===== config.mk =====
export PLATFORM = sky130hd
export DESIGN_NAME = murmur3_32_key_hash_core
export DESIGN_NICKNAME = d
export VERILOG_FILES = /design/src/mm3_pkg.sv /design/src/mm3_mul.sv /design/src/murmur3_32_key_hash_core.sv
export SDC_FILE = /design/constraint.sdc
export NUM_CORES = 2
export LEC_CHECK = 0
export BUFFER_PORTS_ARGS = -buffer_cell sky130_fd_sc_hd__clkbuf_2
export CAP_MARGIN = 25
export CORE_MARGIN = 3
export CORE_UTILIZATION = 30
export CTS_CLUSTER_SIZE = 10
export DETAILED_ROUTE_END_ITERATION = 10
export GPL_ROUTABILITY_DRIVEN = 0
export HOLD_SLACK_MARGIN = 0.08
export PLACE_DENSITY = 0.53
export SLEW_MARGIN = 20
export SYNTH_ARGS = -nofsm -noshare
export SYNTH_HDL_FRONTEND = slang
export SYNTH_HIERARCHICAL = 1
export SYNTH_SLANG_ARGS = --single-unit

===== constraint.sdc =====
create_clock -name i_clk -period 21.1 [get_ports i_clk]
set_input_delay 1.055 -clock i_clk [delete_from_list [all_inputs] [get_ports i_clk]]
set_output_delay 1.055 -clock i_clk [all_outputs]
set_load 0.1 [all_outputs]

===== src/mm3_pkg.sv =====
package mm3_pkg;

    localparam logic [31:0] MM_C1      = 32'hcc9e2d51;
    localparam logic [31:0] MM_C2      = 32'h1b873593;
    localparam logic [31:0] MM_N       = 32'he6546b64;
    localparam logic [31:0] MM_F1      = 32'h85ebca6b;
    localparam logic [31:0] MM_F2      = 32'hc2b2ae35;
    localparam logic [31:0] SEED_RESET = 32'hb6d99cf8;

    localparam int unsigned ROT_BLK  = 15;
    localparam int unsigned ROT_HASH = 13;

    typedef enum logic [1:0] {
        MUL_C1,
        MUL_C2,
        MUL_F1,
        MUL_F2
    } t_mul_op;

    typedef struct packed {
        logic    en;
        t_mul_op op;
    } t_mul_req;

    typedef enum logic [3:0] {
        S_IDLE,
        S_BLK_C1,
        S_BLK_C2,
        S_BLK_FOLD,
        S_TAIL,
        S_TL_C2,
        S_TL_XOR,
        S_FIN_F1,
        S_FIN_F2,
        S_FIN_OUT
    } t_state;

    function automatic logic [31:0] rotl32(input logic [31:0] x, input int unsigned r);
        logic [63:0] dbl;
        dbl = {x, x} << r;
        return dbl[63:32];
    endfunction

endpackage


===== src/mm3_mul.sv =====
module mm3_mul (
    input  logic              i_clk,
    input  mm3_pkg::t_mul_req i_req,
    input  logic [31:0]       i_operand,
    output logic [31:0]       o_product
);
    import mm3_pkg::*;

    logic [31:0] coef;
    logic [63:0] full;
    logic [31:0] r_product;

    always_comb begin
        case (i_req.op)
            MUL_C1:  coef = MM_C1;
            MUL_C2:  coef = MM_C2;
            MUL_F1:  coef = MM_F1;
            MUL_F2:  coef = MM_F2;
            default: coef = MM_C1;
        endcase
    end

    assign full = i_operand * coef;

    // product holds when idle so a waiting consumer can still read it
    always_ff @(posedge i_clk) begin
        if (i_req.en) begin
            r_product <= full[31:0];
        end
    end

    assign o_product = r_product;

endmodule


===== src/murmur3_32_key_hash_core.sv =====
// A byte that does not complete a block and is not last leaves the block in S_IDLE; a
// byte that completes a 4-byte block runs S_BLK_C1, S_BLK_C2 and S_BLK_FOLD (two multiplies and a fold).
// The last item's result is registered after the tail steps (S_TAIL, and with pending bytes
// S_TL_C2 and S_TL_XOR) and the finalizer steps (S_FIN_F1, S_FIN_F2, S_FIN_OUT), set by the one
// shared 32x32 multiplier used in turn for block, tail and finalizer steps; a stalled older
// result delays it further. No new item is taken while a key step runs.
// Reset (synchronous, i_rst_n low): idle, key state cleared, seed 0xb6d99cf8.
module murmur3_32_key_hash_core (
    input  logic        i_clk,
    input  logic        i_rst_n,
    input  logic        i_in_valid,
    output logic        o_in_stall,
    input  logic [7:0]  i_key_byte,
    input  logic        i_has_byte,
    input  logic        i_last,
    output logic        o_out_valid,
    input  logic        i_out_stall,
    output logic [31:0] o_hash_value,
    output logic [31:0] o_key_length,
    input  logic        i_cfg_valid,
    output logic        o_cfg_ready,
    input  logic [31:0] i_cfg_data
);
    import mm3_pkg::*;

    t_state      r_state, n_state;
    logic [31:0] r_seed;
    logic [31:0] r_hash, n_hash;
    logic [31:0] r_acc, n_acc;
    logic [23:0] r_pending, n_pending;
    logic [1:0]  r_phase, n_phase;
    logic [31:0] r_total, n_total;
    logic        r_key_open, n_key_open;
    logic        r_fin, n_fin;
    logic        r_out_valid, n_out_valid;
    logic [31:0] r_out_hash, n_out_hash;
    logic [31:0] r_out_len, n_out_len;

    t_mul_req    mul_req;
    logic [31:0] mul_in;
    logic [31:0] mul_prod;
    logic [31:0] mix;
    logic        in_acc;
    logic        out_free;

    mm3_mul u_mul (
        .i_clk     (i_clk),
        .i_req     (mul_req),
        .i_operand (mul_in),
        .o_product (mul_prod)
    );

    assign in_acc   = i_in_valid && (r_state == S_IDLE);
    assign out_free = !r_out_valid || !i_out_stall;

    always_comb begin
        n_state     = r_state;
        n_hash      = r_hash;
        n_acc       = r_acc;
        n_pending   = r_pending;
        n_phase     = r_phase;
        n_total     = r_total;
        n_key_open  = r_key_open;
        n_fin       = r_fin;
        n_out_valid = r_out_valid && i_out_stall;
        n_out_hash  = r_out_hash;
        n_out_len   = r_out_len;
        mul_req.en  = 1'b0;
        mul_req.op  = MUL_C1;
        mul_in      = r_acc;
        mix         = rotl32(r_hash ^ mul_prod, ROT_HASH);

        case (r_state)
            S_IDLE: begin
                // an item with neither byte nor last is taken and dropped
                if (in_acc && (i_has_byte || i_last)) begin
                    if (!r_key_open) begin
                        n_hash     = r_seed;
                        n_key_open = 1'b1;
                    end
                    n_fin = i_last;
                    if (i_has_byte) begin
                        n_total = r_total + 32'd1;
                        if (r_phase == 2'd3) begin
                            n_acc     = {i_key_byte, r_pending};
                            n_pending = '0;
                            n_phase   = '0;
                            n_state   = S_BLK_C1;
                        end else begin
                            n_pending = r_pending | (24'(i_key_byte) << {r_phase, 3'b000});
                            n_phase   = r_phase + 2'd1;
                            if (i_last) begin
                                n_state = S_TAIL;
                            end
                        end
                    end else begin
                        n_state = S_TAIL;
                    end
                end
            end
            S_BLK_C1: begin
                mul_req.en = 1'b1;
                mul_req.op = MUL_C1;
                mul_in     = r_acc;
                n_state    = S_BLK_C2;
            end
            S_BLK_C2: begin
                mul_req.en = 1'b1;
                mul_req.op = MUL_C2;
                mul_in     = rotl32(mul_prod, ROT_BLK);
                n_state    = S_BLK_FOLD;
            end
            S_BLK_FOLD: begin
                // times 5 as shift-add
                n_hash  = mix + {mix[29:0], 2'b00} + MM_N;
                n_state = r_fin ? S_TAIL : S_IDLE;
            end
            S_TAIL: begin
                if (r_phase != 2'd0) begin
                    mul_req.en = 1'b1;
                    mul_req.op = MUL_C1;
                    mul_in     = {8'h00, r_pending};
                    n_state    = S_TL_C2;
                end else begin
                    n_acc   = r_hash ^ r_total;
                    n_state = S_FIN_F1;
                end
            end
            S_TL_C2: begin
                mul_req.en = 1'b1;
                mul_req.op = MUL_C2;
                mul_in     = rotl32(mul_prod, ROT_BLK);
                n_state    = S_TL_XOR;
            end
            S_TL_XOR: begin
                n_acc   = r_hash ^ mul_prod ^ r_total;
                n_state = S_FIN_F1;
            end
            S_FIN_F1: begin
                mul_req.en = 1'b1;
                mul_req.op = MUL_F1;
                mul_in     = r_acc ^ (r_acc >> 16);
                n_state    = S_FIN_F2;
            end
            S_FIN_F2: begin
                mul_req.en = 1'b1;
                mul_req.op = MUL_F2;
                mul_in     = mul_prod ^ (mul_prod >> 13);
                n_state    = S_FIN_OUT;
            end
            S_FIN_OUT: begin
                if (out_free) begin
                    n_out_valid = 1'b1;
                    n_out_hash  = mul_prod ^ (mul_prod >> 16);
                    n_out_len   = r_total;
                    n_pending   = '0;
                    n_phase     = '0;
                    n_total     = '0;
                    n_key_open  = 1'b0;
                    n_state     = S_IDLE;
                end
            end
            default: begin
                n_state = S_IDLE;
            end
        endcase
    end

    always_ff @(posedge i_clk) begin
        if (!i_rst_n) begin
            r_state     <= S_IDLE;
            r_seed      <= SEED_RESET;
            r_pending   <= '0;
            r_phase     <= '0;
            r_total     <= '0;
            r_key_open  <= 1'b0;
            r_fin       <= 1'b0;
            r_out_valid <= 1'b0;
        end else begin
            r_state     <= n_state;
            r_pending   <= n_pending;
            r_phase     <= n_phase;
            r_total     <= n_total;
            r_key_open  <= n_key_open;
            r_fin       <= n_fin;
            r_out_valid <= n_out_valid;
            if (i_cfg_valid) begin
                r_seed <= i_cfg_data;
            end
        end
    end

    always_ff @(posedge i_clk) begin
        r_hash     <= n_hash;
        r_acc      <= n_acc;
        r_out_hash <= n_out_hash;
        r_out_len  <= n_out_len;
    end

    assign o_in_stall   = (r_state != S_IDLE);
    assign o_out_valid  = r_out_valid;
    assign o_hash_value = r_out_hash;
    assign o_key_length = r_out_len;
    assign o_cfg_ready  = 1'b1;

endmodule


Word level (Yosys, flattened, before mapping)
Cells that the tools add are included.

cells by class
  multipliers = 1
  $add $sub $neg = 4
  reduce and logical (&&, ||, !) cells = 22
  bitwise logic cells = 7
  eq/ne operators = 20
  muxes and demuxes = 40
  shifts and indexed selects = 1

operator list
  cell                    number
  $mux 32                 10
  $pmux 32 s4             2
  $pmux 32 s2             2
  $mux 24                 4
  $pmux 32 s3             1
  $xor 32x32->32          3
  $xor 32x16->32          2
  $pmux 24 s2             1
  $pmux 4 s10             1
  $add 32x1->32 const B   1
  $add 32x32->32          1
  $add 32x32->32 const B  1
  $mul 32x32->32          1
  $xor 32x19->32          1
  $or 24x24->24           1
  $shl 8x5->24            1
  $mux 4                  5
  $eq 4x3->1 const B      4
  $pmux 3 s5              1
  $mux 2                  5
  $reduce_and 3->1        3
  $eq 4x2->1 const B      2
  $eq 4x4->1 const B      2
  $ne 2x2->1 const B      4
  22 further kinds        36

word-level totals
  word-level logic and storage cells = 108
  register bits = 257
  input bits = 47

Longest topological paths before layout
  depth after elaboration = 6
  gate-level depth with buffers = 37

Cells and area by module
The synthesis kept the hierarchy.

modules (own cells, without submodules)
  module                    area each (µm²)  instances  cells an instance
  mm3_mul                   15685.0          1          1613
  murmur3_32_key_hash_core  12574.6          1          1317

Least setup slack after synthesis
OpenSTA, ideal clock, no wires.

  kind = register -> register
  from = register r_state[1]
  to = register u_mul.r_product[31] (netlist: u_mul/o_product[31]), data pin
  arrival = 8.643 ns
  library setup time = 0.261 ns
  clock period less this slack = 8.904 ns
  setup slack = 12.196 ns
  cell stages (with the launch flop) = 37
  required time = 20.839 ns
  path through = dfxtp_1 > buf_2 > nand2_1 > or2_2 > clkbuf_1 > clkbuf_1 > nand2_1 > inv_1 > clkbuf_1 > ha_1 > or2_2 > clkbuf_1 > clkbuf_1 > clkbuf_1 > nand2_1 > fa_1 > inv_1 > fa_1 > fa_1 > inv_1 > fa_1 > inv_1 > fa_1 > inv_1 > fa_1 > inv_1 > fa_1 > fa_1 > ha_1 > buf_2 > a21oi_1 > nand3_1 > a211oi_2 > o21ai_2 > and2_1 > a41oi_1 > xnor2_1

RTL lines
  element                 RTL line                         source
  from (decl)             murmur3_32_key_hash_core.sv:26   t_state r_state, n_state;
  from (signal assigned)  murmur3_32_key_hash_core.sv:180  r_state <= n_state;
  to (signal assigned)    mm3_mul.sv:28                    r_product <= full[31:0];
  to (decl)               mm3_mul.sv:11                    logic [31:0] r_product;

==> impl_metrics.env <==
export IMPL_status="completed"
export IMPL_timing_final_crit_period_ns=9.98
export IMPL_area_growth_pct=9.90
export IMPL_syn_cell_area_sq_um=28300
export IMPL_layout_nets=3600
export IMPL_whs_ns=0.473
export IMPL_drc=0
export IMPL_grt_usage_pct=18.9
export IMPL_crit_path_end_kind="flop"
export IMPL_postSynthAreaPerCell_sq_um=9.64
export IMPL_cap_viol_max_count=0
export IMPL_min_path_type="flop to flop"
export IMPL_coreArea_sq_um=92500
export IMPL_clock_sinks=257
export IMPL_cp_slowest_cell="ha_2"
export IMPL_cts_setup_buffers=0
export IMPL_initial_core_util_pct=30.6
export IMPL_cts_resized_gates=0
export IMPL_hold_viol=0
export IMPL_synth_common_cells="inv_1, fa_1, nand2_1"
export IMPL_grt_pass1_vias=21300
export IMPL_slew_violations=0
export IMPL_clock_path_buffers=3
export IMPL_hold_start="r_seed[10]"
export IMPL_synth_yosys_seq_area_share_pct=23.9
export IMPL_synth_ff_type="edfxtp_1"
export IMPL_pre_cts_ws_ns=11.23
export IMPL_die_x_um=313
export IMPL_finalSetupTns_ns=0
export IMPL_numCtsBuffers=30
export IMPL_critPathMaxFanout=42
export IMPL_netlist_top_cells_area="fa_1, edfxtp_1, ha_1, inv_1, dfxtp_1"
export IMPL_hold_depth=2
export IMPL_drtAntennaViolNets=0
export IMPL_cp_data_required_time_ns=21.42
export IMPL_rows=111
export IMPL_cp_data_arrival_time_ns=10.30
export IMPL_clk_pin_slew_ns=0.06
export IMPL_rsz0062_at_grt="false"
export IMPL_ys_ff_latch=257
export IMPL_die_area_sq_um=97900
export IMPL_viasPerCell=4.81
export IMPL_vias=20400
export IMPL_synthCells=2930
export IMPL_hold_buffers=0
export IMPL_r2r_cells=26
export IMPL_drtIter0Drc=1843
export IMPL_io_pins=114
export IMPL_yosys_area_top_type="fa_1"
export IMPL_reg2reg_slack_ns=11.12
export IMPL_crit_top_cell="fa_1"
export IMPL_cts_root_buf="clkbuf_16"
export IMPL_synth_fp_nets=3556
export IMPL_clock_skew_ns=0.0585
export IMPL_synth_top_area_share_pct=27.6
export IMPL_wl_per_cell_um=21.8
export IMPL_die_y_um=313
export IMPL_synth_edff_count=160
export IMPL_max_freq_mhz=100
export IMPL_yosysMostFrequentCell="inv_1"
export IMPL_r2r_end="u_mul/o_product[30]"
export IMPL_grt_overflow=0
export IMPL_grt_pass1_wl_mm=139
export IMPL_grt_max_degree=66
export IMPL_clkLatencyLatePin_ns=0.62
export IMPL_ys_types=86
export IMPL_h_tree_depth=1
export IMPL_cts_tree="done"
export IMPL_crit_type="flop to flop"
export IMPL_drive_above_1_share_pct=7.47
export IMPL_reg2reg_from="r_state[1]"
export IMPL_holdPathEnd="r_seed[10]"
export IMPL_slew_headroom_pct=26.4
export IMPL_wirelength_mm=92.5
export IMPL_first_pass_iters=8
export IMPL_yosysWarnings=6
export IMPL_layout_setup_ws_ns=11.12
export IMPL_max_stage_delay_ns=1.11
export IMPL_async_flop_share_pct=0
export IMPL_finalSetupViolations=0
export IMPL_antenna_found_initial=4
export IMPL_numPortBuffers=112
export IMPL_worst_pin_slew_ns=1.10
export IMPL_dp_hpwl_mm=75.6
export IMPL_start_kind="flop"
export IMPL_fin_crit_sh_pct=47.3
routing by layer:
| metal | wire [um] | up-vias | track usage [%] |
|---|---|---|---|
| met5 | 0 | - | 0 |
| li1 | - | 9308 | - |
| met1 | 41200 | 10300 | 26.2 |
| met4 | 2810 | 0 | 5.22 |
| met2 | 43000 | 673 | 30.7 |
| met3 | 5590 | 134 | 2.66 |
kinds of logic (layout without fill, tap and decap cells):
kind of cell | count (synthesis) | in the layout | share of synthesized area (%)
DFF | 257 | 257 | 23.9
buffers and inverters | 670 | 737 | 9.12
muxes | 34 | 34 | 1.21
xor gates and xnor gates | 302 | 302 | 9.44
and+or+nand+nor | 734 | 734 | 12.4
other | 2 | 5 | 0.0266
adders and majority gates | 579 | 579 | 36.0
AOI/OAI and AO/OA | 352 | 352 | 7.98
metrics by stage:
stage	cells	cell area [sq um]	util [%]
floorplan	2930	28300	-
global placement	4181	30100	32.5
detailed placement	4184	30100	32.6
CTS	4239	31000	33.5
global route	4243	31100	33.6
finish	4243	31100	33.6
cell type report:
| class | instances | area, sq um |
|---|---|---|
| timing repair buffer | 152 | 912 |
| multi-input combinational | 2003 | 19000 |
| inverter | 530 | 1990 |
| sequential | 257 | 6750 |
| clock buffer | 53 | 847 |
| tap | 1243 | 1560 |
| clock inverter | 2 | 35.0 |
| fill | 9658 | 61400 |
| antenna | 3 | 7.51 |
layout by cell type (no fill, tap or decap), drive strengths merged, types with 33 or more instances in the layout:
cell    count
nor2b      45
nand2     331
fa        390
o21ai     110
xnor2     207
a21oi     100
clkbuf    165
mux2i      33
edfxtp    160
ha        189
and2       73
xor2       94
nor2      133
inv       530
dfxtp      97
buf        40
worst max path at each step:
stage               startpoint                   to  slack (ns)  cells past startpoint
floorplan           r_state[1]  u_mul/o_product[31]       12.20                     36
global placement    r_state[1]  u_mul/o_product[30]       11.32                     26
detailed placement  r_state[1]  u_mul/o_product[30]       11.23                     26
CTS                 r_state[1]  u_mul/o_product[30]       11.16                     26
global route        r_state[1]  u_mul/o_product[31]       10.63                     29
finish              r_state[1]  u_mul/o_product[30]       11.12                     26
worst max-delay path: cells and delay by family, from the launching register on:
| kind | cells | cell delay (ns) |
|---|---|---|
| AOI/OAI and AO/OA | 2 | 0.59 |
| xor gates and xnor gates | 1 | 0.08 |
| adders and majority gates | 10 | 5.55 |
| buffers and inverters | 6 | 0.91 |
| DFF | 1 | 0.76 |
| and+or+nand+nor | 7 | 1.76 |
sequential cells by signal, summed over array words and instances, names as in the netlist:
name             cells
r_key_open           1
o_key_length        32
r_fin                1
o_out_valid          1
r_phase              2
r_state              4
u_mul/o_product     32
o_hash_value        32
r_seed              32
r_acc               32
r_hash              32
r_total             32
r_pending           24
Power is not shown: default switching activity piles up to over one toggle a cycle in this logic, so the estimate is an artifact.
